## src/hdl/tcl_pkg.sv

```systemverilog
// shared types, constants and coefficient table for the thermocouple converter
package tcl_pkg;

    localparam int FRAC_BITS_DEF   = 40;
    localparam int QUEUE_DEPTH_DEF = 4;

    localparam int CODE_W     = 24;
    localparam int CJ_W       = 16;
    localparam int TEMP_W     = 16;
    localparam int REF_W      = 13;
    localparam int GAIN_W     = 8;
    localparam int CFG_IDX_W  = 2;
    localparam int CFG_DATA_W = 13;

    localparam int NUM_W      = CODE_W + REF_W;
    localparam int DEN_W      = 41;
    localparam int REM_W      = DEN_W + 1;
    localparam int POLY_ORDER = 8;
    localparam int ACC_FRAC   = 16;

    localparam logic [CFG_IDX_W-1:0] CFG_REF_IDX  = 2'd0;
    localparam logic [CFG_IDX_W-1:0] CFG_GAIN_IDX = 2'd1;

    localparam logic [REF_W-1:0]  REF_RESET  = 13'd2048;
    localparam logic [GAIN_W-1:0] GAIN_RESET = 8'd64;

    // full-scale code times millivolts per volt
    localparam logic [32:0] DEN_UNIT = 33'd8388607000;

    // cold-junction voltage coefficients, 64 fractional bits
    localparam logic signed [63:0] CJ_C2 = 64'sd34679860;
    localparam logic signed [63:0] CJ_C1 = 64'sd7289822332565;
    localparam logic signed [63:0] CJ_C0 = 64'sd15268674441087;

    localparam logic signed [TEMP_W-1:0] TEMP_MAX = 16'sh7fff;
    localparam logic signed [TEMP_W-1:0] TEMP_MIN = 16'sh8000;

    typedef struct packed {
        logic [NUM_W-1:0]        num;
        logic [DEN_W-1:0]        den;
        logic                    neg;
        logic signed [CJ_W-1:0]  cj;
    } t_fe_item;

    typedef struct packed {
        logic vld;
        logic neg;
        logic outside;
    } t_ctl;

    // inverse polynomial coefficients, 16 fractional bits
    function automatic logic signed [63:0] poly_coef(input int k);
        logic signed [63:0] c;
        case (k)
            0:       c = 64'sd14849;
            1:       c = 64'sd1582832615;
            2:       c = 64'sd4406209728;
            3:       c = 64'sd144856886936;
            4:       c = -64'sd56424131126886;
            5:       c = 64'sd3168704921600000;
            6:       c = -64'sd77628702720000000;
            7:       c = 64'sd908918784000000000;
            8:       c = -64'sd4153068748800000000;
            default: c = 64'sd0;
        endcase
        return c;
    endfunction

endpackage

```

## src/hdl/tcl_cj.sv

```systemverilog
// three-stage cold-junction voltage, aligned with the divider output
module tcl_cj #(
    parameter int FRAC_BITS = tcl_pkg::FRAC_BITS_DEF
) (
    input  logic                              i_clk,
    input  logic signed [tcl_pkg::CJ_W-1:0]   i_cj,
    output logic signed [FRAC_BITS+1:0]       o_t
);

    localparam int WW    = FRAC_BITS + 2;
    localparam int SHIFT = 64 - FRAC_BITS;

    logic signed [31:0] r_ee;
    logic signed [63:0] r_c1e;
    logic signed [63:0] r_c2ee;
    logic signed [63:0] r_c1e0;
    logic signed [WW-1:0] r_t;
    logic signed [63:0] acc;

    assign acc = r_c2ee + r_c1e0;

    always_ff @(posedge i_clk) begin
        r_ee   <= 32'(i_cj) * 32'(i_cj);
        r_c1e  <= tcl_pkg::CJ_C1 * 64'(i_cj);
        r_c2ee <= tcl_pkg::CJ_C2 * 64'(r_ee);
        r_c1e0 <= r_c1e + tcl_pkg::CJ_C0;
        // arithmetic shift rounds toward minus infinity
        r_t    <= WW'(acc >>> SHIFT);
    end

    assign o_t = r_t;

endmodule

```

## config.mk

```make
export PLATFORM = sky130hd
export DESIGN_NAME = tcl_cj
export DESIGN_NICKNAME = d
export VERILOG_FILES = /design/src/hdl/tcl_pkg.sv /design/src/hdl/tcl_cj.sv
export SDC_FILE = /design/constraint.sdc
export NUM_CORES = 2
export LEC_CHECK = 0
export ABC_AREA = 1
export BUFFER_PORTS_ARGS = -buffer_cell sky130_fd_sc_hd__buf_2
export CAP_MARGIN = 5
export CORE_ASPECT_RATIO = 1.4
export CORE_MARGIN = 5
export CORE_UTILIZATION = 50
export CTS_BUF_LIST = sky130_fd_sc_hd__clkbuf_8
export DETAILED_ROUTE_END_ITERATION = 10
export PLACE_DENSITY = 0.79
export SLEW_MARGIN = 10
export SYNTH_ARGS = -nofsm -noshare
export SYNTH_HDL_FRONTEND = slang
export SYNTH_SLANG_ARGS = --single-unit
```

## constraint.sdc

```tcl
create_clock -name i_clk -period 5.9 [get_ports i_clk]
set_clock_uncertainty 0.2 [all_clocks]
set_input_delay 0.59 -clock i_clk [delete_from_list [all_inputs] [get_ports i_clk]]
set_output_delay 0.59 -clock i_clk [all_outputs]
set_load 0.03 [all_outputs]
```

======== Word-level counts from Yosys, hierarchy flattened ========
Cells that the tools add are included.
word-level totals
  word-level logic and storage cells ...... 10
  bits in registers ....................... 258
  output and inout port bits .............. 42
  bits of input ports ..................... 17
operators by class
  $add $sub $neg .......................... 2
  multipliers ............................. 3
operators with widths
  operator                number
  $add 64x64->64          1
  $add 60x45->61 const B  1
  $mul 44x16->60 const A  1
  $mul 25x32->57 const A  1
  $mul 16x16->32          1

======== Logic depth before layout (Yosys ltp) ========
  depth in word-level cells ............... 1
  gate-level depth with buffers ........... 26
  depth with buffers taken out ............ 25

======== Worst setup path before layout ========
Ideal clock, no wire load.
  kind .................................... input -> register
  start ................................... input port i_cj[15] (netlist name)
  end ..................................... register r_ee[29]
  arrival ................................. 5,689 ps
  path slack .............................. -101 ps
  setup time .............................. 112 ps
  cell stages on the path ................. 20
  path buffers ............................ 2
  data required time ...................... 5,588 ps
  cells stage by stage .................... clkbuf_1 > clkbuf_1 > nand2_1 > fa_1 > inv_1 > fa_1 > inv_1 > fa_1 > fa_1 > inv_1 > fa_1 > fa_1 > ha_1 > nand2_1 > o21ai_0 > a21oi_1 > a21boi_0 > nand2_1 > nand2_1 > nand2_1
on the way
  word-level cells in the longest chain between the ends .. 1
RTL lines
  item                  line          text
  from (decl)           tcl_cj.sv:6   input logic signed [tcl_pkg::CJ_W-1:0] i_cj,
  $mul 16x16->32        tcl_cj.sv:23  r_ee <= 32'(i_cj) * 32'(i_cj);
  to (signal assigned)  tcl_cj.sv:23
  to (decl)             tcl_cj.sv:13  logic signed [31:0] r_ee;
Every way passes these cells.

======== Final worst setup path ========
  start ................................... register r_ee[30]
  end ..................................... register r_c2ee[36]
on the way
  word-level cells in the longest chain between the ends .. 1
RTL lines
  item                  line          text
  $mul 25x32->57        tcl_cj.sv:25  r_c2ee <= tcl_pkg::CJ_C2 * 64'(r_ee);
  to (signal assigned)  tcl_cj.sv:25
  to (decl)             tcl_cj.sv:15  logic signed [63:0] r_c2ee;
Every way passes these cells.

==> flow_metrics.py <==
metrics = {
    "run_status": {
        "outcome": "completed",
    },
    "final_layout": {
        "fillers": 8957,
        "fin_util_pct": 57.04,
        "syn_to_final_growth_pct": 13.16,
        "nets": 8538,
        "fin_cells": 8469,
        "stdcell_area_mm2": 0.05373,
        "drive_above_1_share_pct": 9.501,
        "ff_latch_area_mm2": 0.004930,
        "multi_input_area_mm2": 0.03571,
    },
    "clocking": {
        "cts-root-buf": "clkbuf_8",
        "insertion_delay_ns": 0.62,
        "cts_tree": "done",
        "path_clk_slew_ns": 0.09,
        "ctsHoldBuffers": 0,
        "clk_path_buf_depth": 3,
        "cts-buffers-inserted": 38,
        "clkSinkCount": 245,
        "htree_levels": 2,
    },
    "place": {
        "numPortBuffers": 58,
        "place_congestion": 1.099,
        "post-place-ws_ns": -0.3387,
        "placed_cell_area_mm2": 0.05288,
        "dp_hpwl_mm": 142.5,
        "dp_cells": 8399,
    },
    "yosys": {
        "syn_inst": 6673,
        "seq_area_frac_synth_pct": 10.33,
        "avgSynthCellArea_um2": 7.115,
        "synthDistinctLibCells": 47,
        "synth_xor_area_share_pct": 2.509,
        "yosysMostFrequentCell": "nand2_1",
        "synth.area.mux_share_pct": 0.04217,
        "ys.flop_type": "dfxtp_1",
        "synthArstFlopShare_pct": 0,
        "synth_top_family_by_area": "adder cells",
        "yosysWarningCount": 0,
        "synth_top_area_share_pct": 26.65,
        "synthAdderAreaFrac_pct": 44.19,
        "syn_area_mm2": 0.04748,
        "yosysTopAreaCell": "fa_1",
        "synthTopCellsByArea": "fa_1, ha_1, nand2_1",
        "synth_compound_area_share_pct": 4.390,
        "ys_seq_elements": 245,
        "synth_edf_count": 0,
        "synthSimpleGateAreaFrac_pct": 23.94,
        "synthTopCellsByCount": "nand2_1, inv_1, ha_1, fa_1, nor2_1",
    },
    "die": {
        "core_area_mm2": 0.09419,
        "die_h_um": 374.6,
        "ios": 59,
        "initial_core_util_pct": 50.41,
        "floorplan.rows": 133,
        "die_area_mm2": 0.1013,
        "die_w_um": 270.4,
    },
    "timing": {
        "grt_setup_unrepaired": "false",
        "min_period_over_period_pct": 97.65,
        "fmax_mhz": 173.6,
        "hold_viol_final": 0,
        "setup_viol": 0,
        "setup_slack_ns": 0.1384,
        "slew_headroom_pct": 48.83,
        "worst_pin_slew_ns": 0.7595,
        "drv_slew": 0,
        "min_period_ns": 5.762,
    },
    "job": {
        "maxCapViolCount": 0,
    },
    "routing": {
        "viasPerCell": 5.154,
        "routedWlPerCell_um": 18.71,
        "vias": 43650,
        "drtIter0Drc": 2711,
        "finalWirelength_mm": 158.4,
        "drc": 0,
        "ant_nets": 0,
        "dr.pass1.iters": 8,
    },
    "worst_setup_path": {
        "crit_start": "r_ee[30]",
        "end_kind": "flop",
        "crit_type": "reg -> reg",
        "cp.required_ns": 6.28,
        "rr_startpoint": "r_ee[30]",
        "worstPathMaxFanout": 5,
        "start_kind": "flop",
        "cp.arrival_ns": 6.14,
    },
    "global_route": {
        "grt_pass1_vias": 46260,
        "grt_max_degree": 26,
        "grt_pass1_wl_mm": 244.2,
        "antenna_found_initial": 2,
        "track_usage_pct": 31.03,
        "grt_overflow": 0,
    },
    "hold_path": {
        "hold_path.startpoint": "r_c1e[5]",
        "hold_path.class": "reg -> reg",
    },
}
==> layout make-up <==
type / instances / area share [%]
antenna: 2 / 0.009315
inverter: 1813 / 12.67
sequential: 245 / 9.175
multi-input combinational: 4594 / 66.46
tap: 1215 / 2.829
timing repair buffer: 532 / 7.396
clock inverter: 23 / 0.3144
clock buffer: 45 / 1.153
==> per-stage QoR <==
step / hold slack (ns) / TNS [ns]
final: 0.2540 / 0
after global routing: 0.2872 / 0
after CTS: 0.2652 / 0
after detailed placement: 0.2677 / -11.60
after global placement: 0.2591 / -8.060
after floorplan: 0.2188 / 0
==> kinds of logic after synthesis <==
kind of cell / count (synthesis)
simple gates: 2770
buf+inv: 1839
fa+ha+maj: 1298
compound gates: 381
flops: 245
xor+xnor: 136
other cells: 2
mux: 2
==> worst paths after layout <==
check | depth (start not counted) | slack, ns | to
max | 21 | 0.14 | r_c2ee[36]
min | 2 | 0.25 | r_c1e0[5]
max reg2reg | 21 | 0.14 | r_c2ee[36]
min reg2reg | 2 | 0.25 | r_c1e0[5]
==> registers in the layout (all words and copies together), names as in the netlist <==
name and count:
r_ee 30, r_c2ee 56, o_t 40, r_c1e 60
r_c1e0 59
==> repair_timing <==
| action | CTS | global route |
|---|---|---|
| pin swaps | 0 | 0 |
| gates resized for setup | 1 | 22 |
| setup buffers | 0 | 0 |
| endpoints found under the setup margin | 1 | 33 |
==> cells in the final DEF (no fill, tap or decap), drive strengths merged, types with 7 or more instances in the layout <==
master  synthesis  final
nand2        1868   1868
inv          1812   1823
ha            665    665
fa            632    632
buf             6    532
nor2          457    457
nand3         258    258
dfxtp         245    245
a21oi         215    215
xor2          114    114
o21ai         102    102
nand4          89     89
nor3           54     54
clkbuf         20     45
o21bai         42     42
xnor2          22     22
and2           15     15
and3            9      9
or2             9      9
a21boi          8      8
clkinv          1      8
a21o            7      7
conb            2      7
==> layer usage <==
metal	GRT usage, %	vias to the layer above	share of wire (%)
li1	-	21010	-
met1	31.06	20410	34
met2	56.91	1532	50
met3	3.377	696	4.5
met4	26.72	0	11
met5	0	-	0
==> worst max-delay path: stages (launching register included) <==
cell      delay (ns)
dfxtp_1         0.55
inv_1           0.12
ha_1            0.30
inv_1           0.13
fa_1            0.55
inv_1           0.05
fa_1            0.49
inv_1           0.05
fa_1            0.57
fa_1            0.44
fa_1            0.44
ha_1            0.45
nand2_1         0.13
nor2_1          0.19
inv_1           0.11
o21bai_1        0.25
inv_1           0.06
nand2_1         0.13
inv_1           0.05
nand2_1         0.07
xor2_1          0.24
buf_4           0.16
Power is left out: the tool's default activity adds up to more than one toggle a clock period on the data nets, which glitch-free logic cannot reach.
