==> src/hdl/tcl_pkg.sv <==
// shared types, constants and coefficient table for the thermocouple converter
package tcl_pkg;

    localparam int FRAC_BITS_DEF   = 40;
    localparam int QUEUE_DEPTH_DEF = 4;

    localparam int CODE_W     = 24;
    localparam int CJ_W       = 16;
    localparam int TEMP_W     = 16;
    localparam int REF_W      = 13;
    localparam int GAIN_W     = 8;
    localparam int CFG_IDX_W  = 2;
    localparam int CFG_DATA_W = 13;

    localparam int NUM_W      = CODE_W + REF_W;
    localparam int DEN_W      = 41;
    localparam int REM_W      = DEN_W + 1;
    localparam int POLY_ORDER = 8;
    localparam int ACC_FRAC   = 16;

    localparam logic [CFG_IDX_W-1:0] CFG_REF_IDX  = 2'd0;
    localparam logic [CFG_IDX_W-1:0] CFG_GAIN_IDX = 2'd1;

    localparam logic [REF_W-1:0]  REF_RESET  = 13'd2048;
    localparam logic [GAIN_W-1:0] GAIN_RESET = 8'd64;

    // full-scale code times millivolts per volt
    localparam logic [32:0] DEN_UNIT = 33'd8388607000;

    // cold-junction voltage coefficients, 64 fractional bits
    localparam logic signed [63:0] CJ_C2 = 64'sd34679860;
    localparam logic signed [63:0] CJ_C1 = 64'sd7289822332565;
    localparam logic signed [63:0] CJ_C0 = 64'sd15268674441087;

    localparam logic signed [TEMP_W-1:0] TEMP_MAX = 16'sh7fff;
    localparam logic signed [TEMP_W-1:0] TEMP_MIN = 16'sh8000;

    typedef struct packed {
        logic [NUM_W-1:0]        num;
        logic [DEN_W-1:0]        den;
        logic                    neg;
        logic signed [CJ_W-1:0]  cj;
    } t_fe_item;

    typedef struct packed {
        logic vld;
        logic neg;
        logic outside;
    } t_ctl;

    // inverse polynomial coefficients, 16 fractional bits
    function automatic logic signed [63:0] poly_coef(input int k);
        logic signed [63:0] c;
        case (k)
            0:       c = 64'sd14849;
            1:       c = 64'sd1582832615;
            2:       c = 64'sd4406209728;
            3:       c = 64'sd144856886936;
            4:       c = -64'sd56424131126886;
            5:       c = 64'sd3168704921600000;
            6:       c = -64'sd77628702720000000;
            7:       c = 64'sd908918784000000000;
            8:       c = -64'sd4153068748800000000;
            default: c = 64'sd0;
        endcase
        return c;
    endfunction

endpackage

==> src/hdl/tcl_front.sv <==
// front end: takes an item, forms magnitude, numerator and denominator
module tcl_front (
    input  logic                                 i_clk,
    input  logic                                 i_rst_n,
    input  logic                                 i_accept,
    input  logic [tcl_pkg::CODE_W-1:0]           i_adc_code,
    input  logic signed [tcl_pkg::CJ_W-1:0]      i_junction_temp_centi,
    input  logic [tcl_pkg::REF_W-1:0]            i_ref_mv,
    input  logic [tcl_pkg::GAIN_W-1:0]           i_gain,
    output logic                                 o_push,
    output tcl_pkg::t_fe_item                    o_item
);

    logic                               r_vld;
    logic [tcl_pkg::CODE_W-1:0]         r_mag;
    logic                               r_neg;
    logic signed [tcl_pkg::CJ_W-1:0]    r_cj;
    logic [tcl_pkg::GAIN_W-1:0]         gain_eff;

    always_ff @(posedge i_clk) begin
        if (!i_rst_n) begin
            r_vld <= 1'b0;
        end else begin
            r_vld <= i_accept;
        end
    end

    // one's complement magnitude for negative codes
    always_ff @(posedge i_clk) begin
        if (i_accept) begin
            r_neg <= i_adc_code[tcl_pkg::CODE_W-1];
            r_mag <= i_adc_code[tcl_pkg::CODE_W-1] ? ~i_adc_code : i_adc_code;
            r_cj  <= i_junction_temp_centi;
        end
    end

    always_comb begin
        gain_eff     = (i_gain == '0) ? tcl_pkg::GAIN_W'(1) : i_gain;
        o_push       = r_vld;
        o_item.num   = tcl_pkg::NUM_W'(r_mag) * tcl_pkg::NUM_W'(i_ref_mv);
        o_item.den   = tcl_pkg::DEN_W'(tcl_pkg::DEN_UNIT) * tcl_pkg::DEN_W'(gain_eff);
        o_item.neg   = r_neg;
        o_item.cj    = r_cj;
    end

endmodule

==> config.mk <==
export PLATFORM = sky130hd
export DESIGN_NAME = tcl_front
export DESIGN_NICKNAME = d
export VERILOG_FILES = /design/src/hdl/tcl_pkg.sv /design/src/hdl/tcl_front.sv
export SDC_FILE = /design/constraint.sdc
export NUM_CORES = 1
export LEC_CHECK = 0
export BUFFER_PORTS_ARGS = -buffer_cell sky130_fd_sc_hd__buf_2
export CELL_PAD_IN_SITES_DETAIL_PLACEMENT = 1
export CELL_PAD_IN_SITES_GLOBAL_PLACEMENT = 1
export CORE_MARGIN = 2
export CORE_UTILIZATION = 48
export DETAILED_ROUTE_END_ITERATION = 7
export GPL_TIMING_DRIVEN = 0
export PLACE_DENSITY = 0.81
export SLEW_MARGIN = 20
export SYNTH_ARGS = -nofsm -noshare
export SYNTH_HDL_FRONTEND = slang
export SYNTH_SLANG_ARGS = --single-unit
export TNS_END_PERCENT = 5
==> constraint.sdc <==
create_clock -name i_clk -period 10.4 [get_ports i_clk]
set_input_delay 2.08 -clock i_clk [delete_from_list [all_inputs] [get_ports i_clk]]
set_output_delay 2.08 -clock i_clk [all_outputs]
set_load 0.01 [all_outputs]
Word-level counts from Yosys, hierarchy flattened
Cells that the tools add are included. W data, S select, Z words.

Register bits: 42. Input bits: 64. Output and inout bits: 96. Word-level logic and storage cells: 11.

$mul: 2. Muxes and demuxes: 2. Bitwise gates (word level): 1. Reduce and logical (&&, ||, !) cells: 1.

Operator list (number): $mul A30 B8 Y38 const A (1); $mul A24 B13 Y37 (1); $not A24 Y24 (1); $mux W23 (1); $logic_not A8 Y1 (1); $mux W8 (1).

Longest topological paths before layout
Gate-level depths: netlist of the first run.

Depth in word-level cells: 3. Gate-level depth with buffers: 24. Gate-level depth less buffers: 23.

Worst setup path after synthesis of the first run
No wires, ideal clock.

Kind: input -> output. Start: input i_gain[2] (netlist name). End: output o_item[57] (netlist name). Arrival: 7233 ps. Data required time: 8320 ps. Path slack: 1087 ps. Stages: 22. Path buffers: 0. Path through: inv_1 -> ha_1 -> nand3_1 -> or3_1 -> nand2_1 -> inv_1 -> fa_1 -> inv_1 -> fa_1 -> inv_1 -> fa_1 -> xor2_1 -> ha_1 -> a21o_1 -> ha_1 -> a21o_1 -> a21oi_1 -> a21oi_1 -> o41a_1 -> a31oi_2 -> o21ai_2 -> o311ai_2.

RTL lines: start, declared (line tcl_front.sv:9) `input logic [tcl_pkg::GAIN_W-1:0] i_gain,`; end, declared (line tcl_front.sv:11) `output tcl_pkg::t_fe_item o_item`.

==> summary.md, run 1 <==
| Metric | Value |
|---|---|
| Most frequent cells in the layout | `363 x inv_1, 287 x fa_1, 202 x nand2_1, 157 x buf_2, 151 x ha_1` |
| Synthesized cell area | `14700 um2` |
| Kind of cell adding the most delay to the critical path | `adder cells` |
| Vias in the first global route | `13200` |
| # hold bufs at CTS | `0` |
| TritonCTS clock tree | `done` |
| Worst Hold Depth | `1` |
| Final Wtd Congestion | `0.906` |
| YS warnings | `0` |
| First-pass GRT wire length | `68.0 mm` |
| H-tree depth | `2` |
| Unrepaired setup endpoints after global routing | `true` |
| Worst hold margin | `1.96 ns` |
| Min-Delay Startpoint | `i_junction_temp_centi[9]` |
| Deepest clock path buffer count | `2` |
| Initial antenna violation count | `1` |
| Die outline height | `179 um` |
| Post-CTS Resized | `0` |
| Final Critical Period | `10.26 ns` |
| Max cap viols | `0` |
| #FFs+latches synth | `42` |
| Nets | `2295` |
| Total Wirelength | `42.5 mm` |
| Peak Freq | `0.0974 GHz` |
| Worst path slowest cell | `clkbuf_1` |
| Pins Over Slew Limit | `0` |
| WP buf/inv | `6` |
| Number of synthesized flops with an enable pin | `41` |
| Row count | `64` |
| Clock Sinks | `42` |
| P&R area growth vs syn | `9.85%` |
| Multi-input gate area | `11900 um2` |
| Final Hold Fails | `0` |
| Crit end category | `primary output` |
| Clock slew at reported path FFs | `0.06 ns` |
| Vias post-DR | `11800` |
| Slew headroom | `35.1%` |
| Global route total overflow | `0` |
| Post-CTS setup buffers | `0` |
| Detailed-route wire length per cell | `19.4 um` |
| Average cell area after synthesis | `9.06 um2` |
| Largest net degree at the start of global routing | `43` |
| Starting Density | `48.4%` |
| Max incr delay on CP | `0.63 ns` |
| Die area | `32100 um2` |
| Required time worst endpoint | `8.32 ns` |
| DP Wirelength | `36.7 mm` |
| Status | `finished clean` |
| Worst Path Max Fanout | `10` |
| Vias per cell | `5.39` |
| CORE AREA | `30400 um2` |
| GRT Util Overall | `27.2%` |
| Post-route cell area | `16200 um2` |
| Final period util | `98.7%` |
| Cells after synthesis | `1626` |
| Compound-gate portion of the synthesized area | `8.07%` |
| WHS Endpoint | `r_cj[9]` |
| I/O pins | `160` |
| Post-synthesis mux area share | `0.212%` |
| CP most frequent cell | `fa_1` |
| Commonest non-fill, non-tap cell in the layout | `inv_1` |
| Register area | `1250 um2` |
| Placed Instance Area | `16000 um2` |
| Die width | `179 um` |
| Worst hold path type | `input pin to register` |
| Worst Tran Pin Value | `0.974 ns` |
| Synth Area in Simple Gates | `15.2%` |
| ANT cells | `0` |
| Post-synth ARST share | `0%` |
| Adder-cell share of the synthesized area | `52.0%` |
| CP startpoint kind | `input pin` |
| Data arrival, critical path | `8.18 ns` |
| Seq/Total Area, Yosys | `8.49%` |
| Setup-failing EPs final | `0` |
| Crit path cell chain | `buf_2, clkbuf_1, nand2_1, fa_1, fa_1, inv_1, fa_1, fa_1, inv_1, fa_1, inv_1, ha_1, a21o_1, a31o_1, a221oi_2, o211ai_1, a21o_1, a21oi_1, o221ai_1, xor2_1, buf_2` |
| Xor/xnor share of the synthesized area | `4.99%` |
| Primary FF master, synth | `edfxtp_1` |
| Layout filler cell count | `3686` |
| TritonRoute pass-1 iters | `5` |
| Port bufs | `156` |
| 1st-iter DRT viols | `541` |
| CTS root buf | `clkbuf_16` |
| CP startpoint | `i_ref_mv[12]` |
| Share of post-route cells with drive strength above 1 | `10.7%` |
| DRT antenna net count | `0` |
| Largest family of logic cells by synthesized area | `adder cells` |
| # DRC | `0` |
| TritonCTS Buffers | `5` |
| Cell variety after synth | `63` |
| Crit Path Class | `input pin to primary output` |
[cell families after synthesis]
family,after synthesis
buf+inv,429
simple gates,451
xor+xnor,84
flops,42
other cells,1
mux,3
fa+ha+maj,439
compound gates,177
[stage by stage]
step	utilization (%)	std cells	setup TNS (ns)	setup slack, ns
floorplan	-	1629	0	1.09
global placement	52.7	2181	0	0.174
detailed placement	52.7	2181	0	0.0823
CTS	53.1	2189	0	0.0204
global route	53.2	2189	-0.0415	-0.0415
finish	53.2	2189	0	0.138
[state kept, by name, indices dropped and copies added, names as in the netlist]
register and flops:
r_cj 16, r_mag 24, o_push 1, r_neg 1
[worst max path at each step]
| stage | to | slack [ns] | depth (start not counted) |
|---|---|---|---|
| after floorplan | o_item[57] | 1.09 | 22 |
| after global placement | o_item[93] | 0.17 | 21 |
| after detailed placement | o_item[93] | 0.08 | 21 |
| after CTS | o_item[93] | 0.02 | 21 |
| after global routing | o_item[93] | -0.04 | 21 |
| final | o_item[93] | 0.14 | 21 |
[Yosys cell counts (3+ instances only)]
cell	n	share of area, %
a2111oi_0	3	0.18
a211oi_1	3	0.15
a21o_1	32	1.6
a21oi_1	52	1.8
a311o_1	4	0.27
a31oi_1	8	0.34
and2_1	147	6.2
and3_1	7	0.30
and4_1	4	0.24
buf_4	4	0.20
clkbuf_1	59	1.5
edfxtp_1	41	8.4
fa_1	288	39
ha_1	151	13
inv_1	363	9.2
nand2_1	202	5.1
nand2b_1	7	0.30
nand3_1	17	0.58
nand3b_1	3	0.15
nand4_1	8	0.34
nor2_1	24	0.61
nor2b_1	8	0.34
nor3_1	10	0.34
o211ai_1	7	0.36
o21a_1	4	0.20
o21ai_0	25	0.85
o21ai_1	4	0.14
o21bai_1	8	0.41
or2_2	3	0.13
or3_1	6	0.25
xnor2_1	40	2.4
xor2_1	44	2.6
[layout make-up]
class	instances	share of cell area, %
Buffer	66	1.69
Clock buffer	8	0.843
Inverter	363	8.42
Multi-Input combinational cell	1158	73.4
Sequential cell	42	7.73
Tap cell	396	3.06
Timing Repair Buffer	156	4.82
[routing by layer]
layer | up-vias | wire [um] | global-route usage, %
li1 | 5320 | - | -
met1 | 6071 | 17700 | 35.5
met2 | 327 | 21900 | 48.6
met3 | 80 | 1860 | 2.65
met4 | 0 | 1000 | 6.35
met5 | - | 0 | 0
Power of run 1 is not shown: default switching activity piles up to over one toggle a cycle in this logic, so the estimate is an artifact.
==> run 2: changes to the inputs <==
--- a/config.mk
+++ b/config.mk
@@ -9,10 +9,10 @@
 export CELL_PAD_IN_SITES_DETAIL_PLACEMENT = 1
 export CELL_PAD_IN_SITES_GLOBAL_PLACEMENT = 1
 export CORE_MARGIN = 2
-export CORE_UTILIZATION = 48
+export CORE_UTILIZATION = 52
 export DETAILED_ROUTE_END_ITERATION = 7
 export GPL_TIMING_DRIVEN = 0
-export PLACE_DENSITY = 0.81
+export PLACE_DENSITY = 0.87
 export SLEW_MARGIN = 20
 export SYNTH_ARGS = -nofsm -noshare
 export SYNTH_HDL_FRONTEND = slang
==> constraint.sdc (replaced) <==
create_clock -name i_clk -period 12.95 [get_ports i_clk]
set_input_delay 2.59 -clock i_clk [delete_from_list [all_inputs] [get_ports i_clk]]
set_output_delay 2.59 -clock i_clk [all_outputs]
set_load 0.01 [all_outputs]
==> run 2 against run 1 <==
  * Core utilization up 4.8 points
  * Hold slack gained 0.50 ns
  * First-iteration DRC count is 47% higher
  * Via count grew 4.1%
  * Flip-flop and latch count is the same
  * Wire length rose by 11%
  * Non-clock buffer count is the same
  * Sequential share of layout area hardly changed
  * Clock-buffer cell count decreased by 2
  * Critical path depth is 4 higher
  * Cell area is 0.11% lower
  * Largest cell class unchanged
  * Highest routed layer unchanged
==> summary.md, run 2 (synthesis gave the netlist of run 1 again) <==
| Metric | Value |
|---|---|
| Max FFs per register | `24` |
| Worst Path Max Fanout | `6` |
| Port bufs | `156` |
| DRT antenna net count | `0` |
| Vias post-DR | `12300` |
| Die width | `172 um` |
| GRT Util Overall | `32.7%` |
| # DRC | `0` |
| Row count | `61` |
| Kind of cell adding the most delay to the critical path | `adder cells` |
| CP most frequent cell | `inv_1` |
| 1st-iter DRT viols | `795` |
| DP Wirelength | `40.0 mm` |
| CTS root buf | `clkbuf_16` |
| Worst Tran Pin Value | `0.993 ns` |
| Unrepaired setup endpoints after global routing | `false` |
| Clock Sinks | `42` |
| Final Wtd Congestion | `0.935` |
| H-tree depth | `2` |
| Required time worst endpoint | `10.36 ns` |
| Vias per cell | `5.66` |
| Final Critical Period | `11.65 ns` |
| Total Wirelength | `47.0 mm` |
| Clock slew at reported path FFs | `0.07 ns` |
| Initial antenna violation count | `0` |
| Peak Freq | `0.0858 GHz` |
| Worst path slowest cell | `fa_1` |
| TritonCTS Buffers | `5` |
| Post-CTS Resized | `0` |
| Global route total overflow | `0` |
| TritonRoute pass-1 iters | `7` |
| Largest registers | `r_mag: 24 flops, r_cj: 16 flops` |
| CP startpoint kind | `input pin` |
| P&R area growth vs syn | `9.73%` |
| Setup-failing EPs final | `0` |
| Vias in the first global route | `13700` |
| Largest net degree at the start of global routing | `43` |
| Final period util | `90.0%` |
| WP buf/inv | `8` |
| Commonest non-fill, non-tap cell in the layout | `inv_1` |
| Status | `finished clean` |
| CORE AREA | `27900 um2` |
| Pins Over Slew Limit | `0` |
| Worst hold path type | `input pin to register` |
| Most frequent cells in the layout | `363 x inv_1, 288 x fa_1, 202 x nand2_1, 157 x buf_2, 151 x ha_1` |
| Dpl cells | `2163` |
| First-pass GRT wire length | `73.5 mm` |
| # hold bufs at CTS | `0` |
| Setup TNS | `0 ns` |
| I/O pins | `160` |
| Detailed-route wire length per cell | `21.6 um` |
| Max cap viols | `0` |
| Data arrival, critical path | `9.06 ns` |
| Nets | `2295` |
| Deepest clock path buffer count | `2` |
| Non-filler cells, final | `2172` |
| Max incr delay on CP | `0.79 ns` |
| Top reg by flops | `r_mag` |
| Starting Density | `52.9%` |
| Final Hold Fails | `0` |
| TritonCTS clock tree | `done` |
| Slew headroom | `33.8%` |
| Crit Path Class | `input pin to primary output` |
| Share of post-route cells with drive strength above 1 | `10.2%` |
| Die area | `29700 um2` |
| Die outline height | `172 um` |
| Post-CTS setup buffers | `0` |
| Crit end category | `primary output` |
run 2: worst paths after layout:
path,startpoint,endpoint,slack (ns),depth (start not counted)
worst max-delay path,i_gain[6],o_item[54],1.30,25
worst min-delay path,i_junction_temp_centi[1],r_cj[1],2.47,1
run 2: layout make-up:
cell class | instances | area, um2
multi-input combinational | 1158 | 11900
timing repair buffer | 156 | 781
buffer | 66 | 264
tap | 378 | 473
antenna | 1 | 2.50
fill | 3369 | 11700
clock buffer | 6 | 129
inverter | 363 | 1360
sequential | 42 | 1250
clock inverter | 2 | 37.5
run 2: routing by layer:
metal | global-route usage, % | vias up | part of all wire [%] | wire length [um]
li1 | - | 5327 | - | -
met1 | 40.2 | 6279 | 39 | 18300
met2 | 56.4 | 515 | 50 | 23300
met3 | 5.65 | 162 | 6.5 | 3060
met4 | 14.5 | 0 | 4.9 | 2300
met5 | 0 | - | 0 | 0
run 2: through the flow:
stage	utilization [%]	area, um2	hold WS, ns	setup slack (ns)
finish	58.0	16200	2.47	1.30
floorplan	-	14700	2.69	2.62
global route	58.0	16200	2.46	0.824
global placement	57.4	16000	2.77	1.66
CTS	58.0	16200	2.47	1.33
detailed placement	57.4	16000	2.77	1.35
Power of run 2 is left out for the same reason.
