[src/hdl/tcl_pkg.sv]
// shared types, constants and coefficient table for the thermocouple converter
package tcl_pkg;

    localparam int FRAC_BITS_DEF   = 40;
    localparam int QUEUE_DEPTH_DEF = 4;

    localparam int CODE_W     = 24;
    localparam int CJ_W       = 16;
    localparam int TEMP_W     = 16;
    localparam int REF_W      = 13;
    localparam int GAIN_W     = 8;
    localparam int CFG_IDX_W  = 2;
    localparam int CFG_DATA_W = 13;

    localparam int NUM_W      = CODE_W + REF_W;
    localparam int DEN_W      = 41;
    localparam int REM_W      = DEN_W + 1;
    localparam int POLY_ORDER = 8;
    localparam int ACC_FRAC   = 16;

    localparam logic [CFG_IDX_W-1:0] CFG_REF_IDX  = 2'd0;
    localparam logic [CFG_IDX_W-1:0] CFG_GAIN_IDX = 2'd1;

    localparam logic [REF_W-1:0]  REF_RESET  = 13'd2048;
    localparam logic [GAIN_W-1:0] GAIN_RESET = 8'd64;

    // full-scale code times millivolts per volt
    localparam logic [32:0] DEN_UNIT = 33'd8388607000;

    // cold-junction voltage coefficients, 64 fractional bits
    localparam logic signed [63:0] CJ_C2 = 64'sd34679860;
    localparam logic signed [63:0] CJ_C1 = 64'sd7289822332565;
    localparam logic signed [63:0] CJ_C0 = 64'sd15268674441087;

    localparam logic signed [TEMP_W-1:0] TEMP_MAX = 16'sh7fff;
    localparam logic signed [TEMP_W-1:0] TEMP_MIN = 16'sh8000;

    typedef struct packed {
        logic [NUM_W-1:0]        num;
        logic [DEN_W-1:0]        den;
        logic                    neg;
        logic signed [CJ_W-1:0]  cj;
    } t_fe_item;

    typedef struct packed {
        logic vld;
        logic neg;
        logic outside;
    } t_ctl;

    // inverse polynomial coefficients, 16 fractional bits
    function automatic logic signed [63:0] poly_coef(input int k);
        logic signed [63:0] c;
        case (k)
            0:       c = 64'sd14849;
            1:       c = 64'sd1582832615;
            2:       c = 64'sd4406209728;
            3:       c = 64'sd144856886936;
            4:       c = -64'sd56424131126886;
            5:       c = 64'sd3168704921600000;
            6:       c = -64'sd77628702720000000;
            7:       c = 64'sd908918784000000000;
            8:       c = -64'sd4153068748800000000;
            default: c = 64'sd0;
        endcase
        return c;
    endfunction

endpackage

[src/hdl/tcl_queue.sv]
// short item queue between the front end and the arithmetic back end
module tcl_queue #(
    parameter int DEPTH = tcl_pkg::QUEUE_DEPTH_DEF
) (
    input  logic              i_clk,
    input  logic              i_rst_n,
    input  logic              i_push,
    input  tcl_pkg::t_fe_item i_item,
    output logic              o_vld,
    output tcl_pkg::t_fe_item o_item,
    output logic              o_full
);

    localparam int PTR_W = (DEPTH > 1) ? $clog2(DEPTH) : 1;
    localparam int CNT_W = $clog2(DEPTH + 1);

    tcl_pkg::t_fe_item r_mem [0:DEPTH-1];
    logic [PTR_W-1:0]  r_wptr;
    logic [PTR_W-1:0]  r_rptr;
    logic [CNT_W-1:0]  r_cnt;
    logic              pop;

    // the back end never stalls, so the head leaves whenever present
    assign pop    = (r_cnt != '0);
    assign o_vld  = pop;
    assign o_item = r_mem[r_rptr];
    assign o_full = (r_cnt >= CNT_W'(DEPTH - 1));

    always_ff @(posedge i_clk) begin
        if (i_push) begin
            r_mem[r_wptr] <= i_item;
        end
    end

    always_ff @(posedge i_clk) begin
        if (!i_rst_n) begin
            r_wptr <= '0;
            r_rptr <= '0;
            r_cnt  <= '0;
        end else begin
            if (i_push) begin
                r_wptr <= (r_wptr == PTR_W'(DEPTH - 1)) ? '0 : r_wptr + 1'b1;
            end
            if (pop) begin
                r_rptr <= (r_rptr == PTR_W'(DEPTH - 1)) ? '0 : r_rptr + 1'b1;
            end
            case ({i_push, pop})
                2'b10:   r_cnt <= r_cnt + 1'b1;
                2'b01:   r_cnt <= r_cnt - 1'b1;
                default: r_cnt <= r_cnt;
            endcase
        end
    end

endmodule

[config.mk]
export PLATFORM = sky130hd
export DESIGN_NAME = tcl_queue
export DESIGN_NICKNAME = d
export VERILOG_FILES = /design/src/hdl/tcl_pkg.sv /design/src/hdl/tcl_queue.sv
export SDC_FILE = /design/constraint.sdc
export NUM_CORES = 1
export LEC_CHECK = 0
export BUFFER_PORTS_ARGS = -buffer_cell sky130_fd_sc_hd__buf_2
export CAP_MARGIN = 30
export CORE_ASPECT_RATIO = 1.25
export CORE_UTILIZATION = 35
export CTS_CLUSTER_DIAMETER = 50
export DETAILED_ROUTE_END_ITERATION = 7
export GPL_ROUTABILITY_DRIVEN = 0
export PLACE_DENSITY = 0.63
export SYNTH_ARGS = -nofsm -noshare
export SYNTH_HDL_FRONTEND = slang
export SYNTH_SLANG_ARGS = --single-unit
[constraint.sdc]
create_clock -name i_clk -period 3.2 [get_ports i_clk]
set_input_delay 0.64 -clock i_clk [delete_from_list [all_inputs] [get_ports i_clk]]
set_output_delay 0.64 -clock i_clk [all_outputs]
set_load 0.02 [all_outputs]
; Word level (Yosys, flattened, before mapping)
; Memory sizes are Yosys's and may differ from the RTL's. A register that Yosys moved wholly into a read port is not among the register bits.
; Index checks and enable logic that the tools add are counted.
[classes]
n_reduce_logical = 2
eq_ne = 4
addsub = 4
n_lt_le_gt_ge = 1
n_mux = 7
[ops]
columns = cell, count
row1 = two-way mux 2 bit, 4
row2 = "equality test 2 bit, second input constant", 3
row3 = case mux 3 bit (2 select lines), 1
row4 = "adder 2 x 1 -> 2 bit, second input constant", 2
row5 = "adder 3 x 1 -> 3 bit, second input constant", 1
row6 = ">= comparator 3 x 2 -> 1 bit, second input constant", 1
row7 = nonzero test 3 bit, 1
row8 = "subtractor 3 x 1 -> 3 bit, second input constant", 1
row9 = "equality test 2 x 1 -> 1 bit, second input constant", 1
row10 = two-way mux 1 bit, 2
row11 = nonzero test 2 bit, 1
[totals]
mem_bits_rw = 380
input_bits = 98
output_inout_bits = 97
n_memories = 1
wordCells = 22
reg_bits = 7
[mem_list]
columns = memory, depth, word_bits, read_ports, rd_clocked_by_memory_dff, write_ports, line_no
row1 = r_mem, 4, 95, 1, 1, 1, tcl_queue.sv:17  ; tcl_pkg::t_fe_item r_mem [0:DEPTH-1];

; Depth between registers and ports, before layout
; Gate-level depths: netlist (run 1).
[logic_depth]
ltp_word = 4
mapped_depth = 8
depth_no_buf = 8

; Worst setup path after synthesis (run 1)
; Ideal clock, no wire load.
[synth_timing]
path_kind = input port to flip-flop
start = input port i_push
end = memory r_mem[0][0] (netlist name), enable pin
arrival_time_ns = 2.837
path_slack_ns = -0.101
required_time_ns = 2.736
setup_time_ns = 0.464
stages = 1
path_cell_list = and2_1
[synth_between]
elab_chain_len = 2
[synth_rtl]
columns = item, line_no
row1 = from (decl), tcl_queue.sv:7  ; input logic i_push,
row2 = two-way mux 1 bit, tcl_queue.sv:30  ; if (i_push) begin
row3 = two-way mux 1 bit (implied by the code), tcl_queue.sv:31  ; r_mem[r_wptr] <= i_item;
row4 = to (decl), tcl_queue.sv:17
; Every way passes these cells.

==> results by group, run 1 <==
CTS
  • Clock sinks: ~400
  • Clk root buf: clkbuf_16
  • H-tree depth: 2
  • Clock slew at reported path FFs: around 60 ps
  • Post-CTS Setup Inserts: 0
  • Cts bufs inserted: 41
  • # hold bufs at CTS: 0
  • Post_cts resized: 0
  • CTS tree: built
  • Worst-Skew Late Latency: approximately 530 ps
  • Longest Clk Path Bufs: 3

Worst setup path
  • CP arrival: ~2200 ps
  • Reg2Reg Depth: 8
  • CP max FO: 30
  • R2r startpoint: r_cnt[0]
  • Crit. End Element: output port
  • Worst reg2reg path endpoint: r_cnt[2]
  • Worst Setup Start Kind: flop
  • Slowest CP cell: dfxtp_4
  • Worst path required time: roughly 2600 ps
  • Top cell family by delay on the critical path: flip-flops
  • CP Class: flop to output port
  • Max incr delay on CP: about 570 ps
  • CP Buf/Inv Count: 2
  • Slack of the worst reg-to-reg path: ~1300 ps
  • Crit path cell chain: buf_12, mux4_2, buf_2

Yosys
  • Top cells by area, synth: edfxtp_1 (80%), mux4_2 (15%), dfxtp_1 (1.3%)
  • Yosys warning count: 0
  • Mapped Cells: ~550
  • Area leader, netlist: edfxtp_1
  • Async SR Flop Fraction: 0%
  • Post-synth cell types: 23
  • Post-Synth Adder-Cell Area: 0.669%
  • Mapped Avg Cell Area: between 20 and 30 um2
  • Most common cell in the netlist: edfxtp_1
  • Syn_nets: 650
  • Post-Synth Simple-Gate Area: less than 1%
  • Post-synth EDFFs: 380
  • Seq/Total Area, Yosys: approximately 80%
  • Mux cell area share after synthesis: between 10% and 20%
  • Post-synth top area share: 80.3%
  • #FFs+latches synth: roughly 400
  • Ys flop type: edfxtp_1
  • Largest family of logic cells by synthesized area: multiplexers
  • Complex-gate fraction of the synthesized area: less than 1%
  • XOR/XNOR Fraction of Synth Area: less than 1%
  • Mapped cell area: ~14000 um2
  • Post-synth top cells: edfxtp_1 (380), mux4_2 (95), buf_2 (11), dfxtp_1 (9), inv_1 (7)

Global routing
  • Number of global-route vias before repair: 6980
  • Overall routing resource usage: between 10% and 20%
  • Initial antenna violation count: 3
  • Overflow after GRT: 0
  • Largest net degree at the start of global routing: 53
  • Global-route wire length before repair: around 40000 um

Floorplanning
  • # IOs: approximately 200
  • Die area: ~41000 um2
  • FP Rows: 82
  • Die Y: 227 um
  • Core Box Area: between 40000 and 50000 um2
  • Initial core utilization: a little over a third
  • Die Wd: between 150 and 200 um

Drt
  • Via density: 4.71
  • Final wirelength: 26600 um
  • Average routed wire per standard cell: approximately 20 um
  • Via count: between 6000 and 7000
  • Initial DRT Pass Iterations: 6
  • Detailed Route Iter0 Violations: roughly 350
  • Antenna viol nets, final: 0
  • DRC violations left: 0

Timing
  • Setup TNS: 0 ps
  • RSZ-0062 raised after global routing: no
  • Final hold vios: 0
  • Worst relative slew slack: approximately 64%
  • Final setup fails: 0
  • WHS: ~320 ps
  • Minimum clock period: between 2000 and 3000 ps
  • Slew @ Worst Pin: about 540 ps
  • Max Clock Skew: just under 8 ps
  • Period Utilization, post-route: 88.2%
  • Slew Viols, Final: 0
  • Setup slack after layout: 378 ps
  • Max Clock Freq: roughly 0.35 GHz

Placement
  • I/O Buffers: 194
  • Pre-CTS WS: roughly 860 ps
  • Post-DP HPWL: approximately 16000 um

Min path
  • Worst Hold End: r_mem[2][92]
  • Hold Path Class: primary input to flop
  • Hold Path Stages: 1
  • Hold path startpoint: i_item[92]

Job
  • Max cap viols: 0

Layout
  • Area Overhead vs Synth: 21.0%
  • Fillcell total: 3468
  • Share of cells above drive strength 1: between 40% and 50%
  • Nets: between 800 and 900
  • Utilization after layout: about 43%

Pwr
  • Power per cell area: roughly 820 nW/um2
  • Leakage: around 0.0057 uW
  • Worst vdd ir: 540 uV

Run status
  • Status: completed
## state kept, by name (all words and copies together) (netlist names), named ones only
register  cells
r_wptr        2
r_mem       380
r_rptr        2
r_cnt         3
## per-layer routing
| layer | share of wire (%) | up-vias | global-route usage, % | wire, um |
|---|---|---|---|---|
| met5 | 0.16 | - | 0 | 42 |
| met4 | 2.1 | 6 | 4.17 | 567 |
| met3 | 6.6 | 46 | 4.02 | 1760 |
| met2 | 50 | 180 | 21.8 | 13200 |
| met1 | 41 | 3340 | 15.7 | 11000 |
| li1 | - | 2802 | - | - |
## final cells by class
cell class	count	area (um2)	share of cell area (%)
clock inverters	23	200	1.16
flip-flops and latches	389	11600	67.4
repair buffers	209	1180	6.88
diodes	1	2.50	0.0145
inverters	7	26.3	0.153
clock buffers	50	1100	6.41
well taps	546	683	3.97
multi-input cells	127	2410	14.0
## logic make-up (layout without fill, tap and decap cells)
logic type,after synthesis,after routing
AO/OA/AOI/OAI,6,6
XOR/XNOR,2,2
adder cells (fa/ha/maj),7,7
buffers and inverters,29,289
flip-flops,389,389
multiplexers,97,97
other,0,1
AND/OR/NAND/NOR,15,15
## worst reg2reg max path: cells and delay by family (launching register included)
| kind | cells | cell delay [ps] |
|---|---|---|
| AOI/OAI and AO/OA | 1 | 150 |
| xor gates and xnor gates | 1 | 70 |
| adders and majority gates | 2 | 400 |
| buffers and inverters | 2 | 190 |
| DFF | 1 | 350 |
| and+or+nand+nor | 2 | 710 |
## metrics by stage
stage | power, uW | instance area (um2) | instances
after detailed placement | 9870 | 15900 | 1278
after global placement | 9820 | 15900 | 1278
final | 14200 | 17200 | 1352
after floorplan | 8780 | 14200 | 545
after global routing | 14800 | 17200 | 1351
after CTS | 14400 | 17200 | 1351
## how the worst max path moves through the flow
stage / start / cells after the start / end
after floorplan: i_push / 1 / r_mem[3][0]
after global routing: flop / 3 / o_item[17]
after detailed placement: flop / 3 / o_item[56]
final: flop / 3 / o_item[23]
after CTS: flop / 3 / o_item[56]
after global placement: flop / 3 / o_item[44]
## where the power goes
group          switching, uW  total, uW  internal [uW]
Combinational           2050       3670           1620
Sequential               132       5980           5850
Clock                   1900       4550           2640
## layout by cell type, fill, tap and decap left out, types with 6 or more instances in the layout
cell type,Yosys,layout
clkbuf_1,4,7
ha_1,6,6
buf_2,11,194
mux4_2,95,95
buf_12,6,8
dfxtp_1,9,7
clkinv_1,0,6
clkbuf_16,0,43
inv_1,7,7
inv_6,0,6
buf_4,0,7
edfxtp_1,380,380
(Power assumes the default switching activity.)
==> inputs of run 2 (changes only) <==
- GPL_TIMING_DRIVEN: not set -> 0
==> run 2 against run 1 <==
Effect of this change:
- fmax down 2.0%
- combinational power up 6.3%
- via count up 0.17%
- critical path type unchanged
- critical endpoint is now o_item[37]
- register-to-register slack worse by 90 ps
- highest routed layer unchanged
==> results by group, run 2 (synthesized netlist as in run 1, its figures left out) <==
Worst setup path
  • Crit path cell chain: buf_2, buf_2, buf_2, mux4_2, buf_2
  • Slack of the worst reg-to-reg path: 1180 ps (-90 ps)
  • Top cell family by delay on the critical path: buffers and inverters
  • Crit. End Element: output port
  • CP Class: flop to output port
  • CP Buf/Inv Count: 4 (+2)
  • Critical Path Stages: 5 (+2)
  • CP arrival: 2240 ps (+60 ps)
  • Slowest CP cell: buf_2
  • Max incr delay on CP: 370 ps (-200 ps)
  • CP max FO: 10 (-67%)
  • Worst setup path endpoint: o_item[37]
  • Worst Setup Start Kind: flop
  • R2r startpoint: r_cnt[0]
  • Worst path required time: 2560 ps (about the same)
  • Worst reg2reg path endpoint: r_cnt[2]
  • CP dominant cell by count: buf_2
  • Reg2Reg Depth: 8 (unchanged)

CTS
  • Worst-Skew Late Latency: 530 ps (about the same)
  • H-tree depth: 2 (unchanged)
  • # hold bufs at CTS: 0 (unchanged)
  • Clk root buf: clkbuf_16
  • Longest Clk Path Bufs: 3 (unchanged)
  • CTS tree: built
  • Cts bufs inserted: 41 (unchanged)
  • Post_cts resized: 0 (unchanged)
  • Clock slew at reported path FFs: 60 ps (about the same)
  • Post-CTS Setup Inserts: 0 (unchanged)
  • Clock sinks: 389 (unchanged)

Timing
  • Final setup fails: 0 (unchanged)
  • Slew Viols, Final: 0 (unchanged)
  • Period Utilization, post-route: 90.0% (+1.8 points)
  • Minimum clock period: 2880 ps (+58.3 ps)
  • WHS: 320 ps (+0.980 ps)
  • Max Clock Skew: 11.0 ps (+3.04 ps)
  • Max Clock Freq: 0.347 GHz (-2.0%)
  • Slew @ Worst Pin: 842 ps (+301 ps)
  • RSZ-0062 raised after global routing: no
  • Final hold vios: 0 (unchanged)
  • Setup TNS: 0 ps (unchanged)
  • Worst relative slew slack: 43.9% (-20 points)

Job
  • Max cap viols: 0 (unchanged)

Drt
  • Initial DRT Pass Iterations: 6 (unchanged)
  • Average routed wire per standard cell: 19.7 um (+0.25%)
  • Antenna viol nets, final: 0 (unchanged)
  • DRC violations left: 0 (unchanged)
  • Via count: 6385 (+0.17%)
  • Via density: 4.68 (-0.78%)
  • Final wirelength: 26900 um (+1.2%)
  • Detailed Route Iter0 Violations: 382 (+10%)

Min path
  • Hold Path Stages: 1 (unchanged)
  • Hold path startpoint: i_item[48]
  • Hold Path Class: primary input to flop

Floorplanning
  • FP Rows: 82 (unchanged)
  • Core Box Area: 40100 um2 (unchanged)
  • Die Y: 227 um (unchanged)
  • Die area: 41400 um2 (unchanged)
  • Initial core utilization: 35.4% (unchanged)
  • # IOs: 195 (unchanged)
  • Die Wd: 182 um (unchanged)

Global routing
  • Busiest grt layer: met2
  • Number of global-route vias before repair: 7022 (+0.60%)
  • Met3 Use GR: 3.79% (-0.22 points)
  • Met1 Use GR: 15.5% (-0.19 points)
  • Global-route wire length before repair: 40800 um (+2.6%)
  • Initial antenna violation count: 1 (-2)
  • Met2 usage: 23.1% (+1.3 points)
  • Overall routing resource usage: 13.1% (+0.26 points)
  • Overflow after GRT: 0 (unchanged)
  • Largest net degree at the start of global routing: 52 (-1.9%)

Layout
  • Most flops, register: r_mem
  • Reg area: 11600 um2 (about the same)
  • Commonest non-fill, non-tap cell in the layout: edfxtp_1
  • Most frequent cells in the layout: edfxtp_1 (380), buf_2 (205), mux4_2 (95)
  • Area of the multi-input gates: 2410 um2 (unchanged)
  • Max FFs per register: 380 (unchanged)
  • Nets: 891 (+1.3%)
  • Share of cells above drive strength 1: 45.1% (-0.85 points)
  • Top Registers: r_mem x380, r_cnt x3
  • Fillcell total: 3481 (+0.37%)
  • Area Overhead vs Synth: 21.4%

Pwr
  • Part of the power in the clock network: 31.2% (-0.8 points)
  • Total power: 14200 uW (+0.39%)
  • Sequential share of power: 41.4% (-0.7 points)
  • Power per cell area: 825 nW/um2 (about the same)
  • Leakage: 0.00577 uW (+0.70%)
  • Switching share of power: 29.0% (+0.21 points)
  • Combinational power share: 27.3% (+1.4 points)
  • P_int: 10100 uW (about the same)
  • Switching power: 4130 uW (+1.1%)
  • Worst vdd ir: 506 uV (-6.4%)

Placement
  • I/O Buffers: 194 (unchanged)
  • Post-DP HPWL: 16200 um (+3.0%)

Run status
  • Status: completed
==> run 2: routing by layer <==
layer | up-vias | part of all wire [%]
met5 | - | 0.048
met4 | 2 | 2.0
met3 | 44 | 6.0
met2 | 170 | 52
met1 | 3337 | 39
li1 | 2832 | -
==> run 2: worst min path at each step <==
stage,end,slack (ps)
2_1_floorplan,flop,480
3_3_place_gp,r_rptr[0],500
3_5_place_dp,flop,500
4_1_cts,r_mem[1][26],280
5_1_grt,r_mem[2][52],290
6_report,r_mem[2][48],320
==> run 2: final cells by class <==
class | count | area share, %
Buffer | 22 | 1.17
Multi-Input combinational cell | 127 | 14.0
Sequential cell | 389 | 67.1
Timing Repair Buffer | 198 | 6.26
Tap cell | 546 | 3.96
Clock inverter | 22 | 0.899
Antenna cell | 1 | 0.0145
Clock buffer | 53 | 6.45
Inverter | 7 | 0.152
==> run 2: power by group through the flow <==
stage               registers (uW)  clock network, uW  logic [uW]
finish                        5900               4450        3900
detailed placement            6010                  0        4010
global placement              6010                  0        3970
floorplan                     6000                  0        2780
global route                  5920               4760        4200
CTS                           5900               4570        4030
==> run 2: metrics by stage <==
| step | instances | util (%) | cell area, um2 | setup slack [ps] |
|---|---|---|---|---|
| floorplan | 545 | - | 14200 | 942 |
| global placement | 1285 | 39.6 | 15900 | -290 |
| detailed placement | 1289 | 39.9 | 16000 | 782 |
| CTS | 1364 | 43.0 | 17300 | 203 |
| global route | 1364 | 43.0 | 17300 | 165 |
| finish | 1365 | 43.0 | 17300 | 320 |
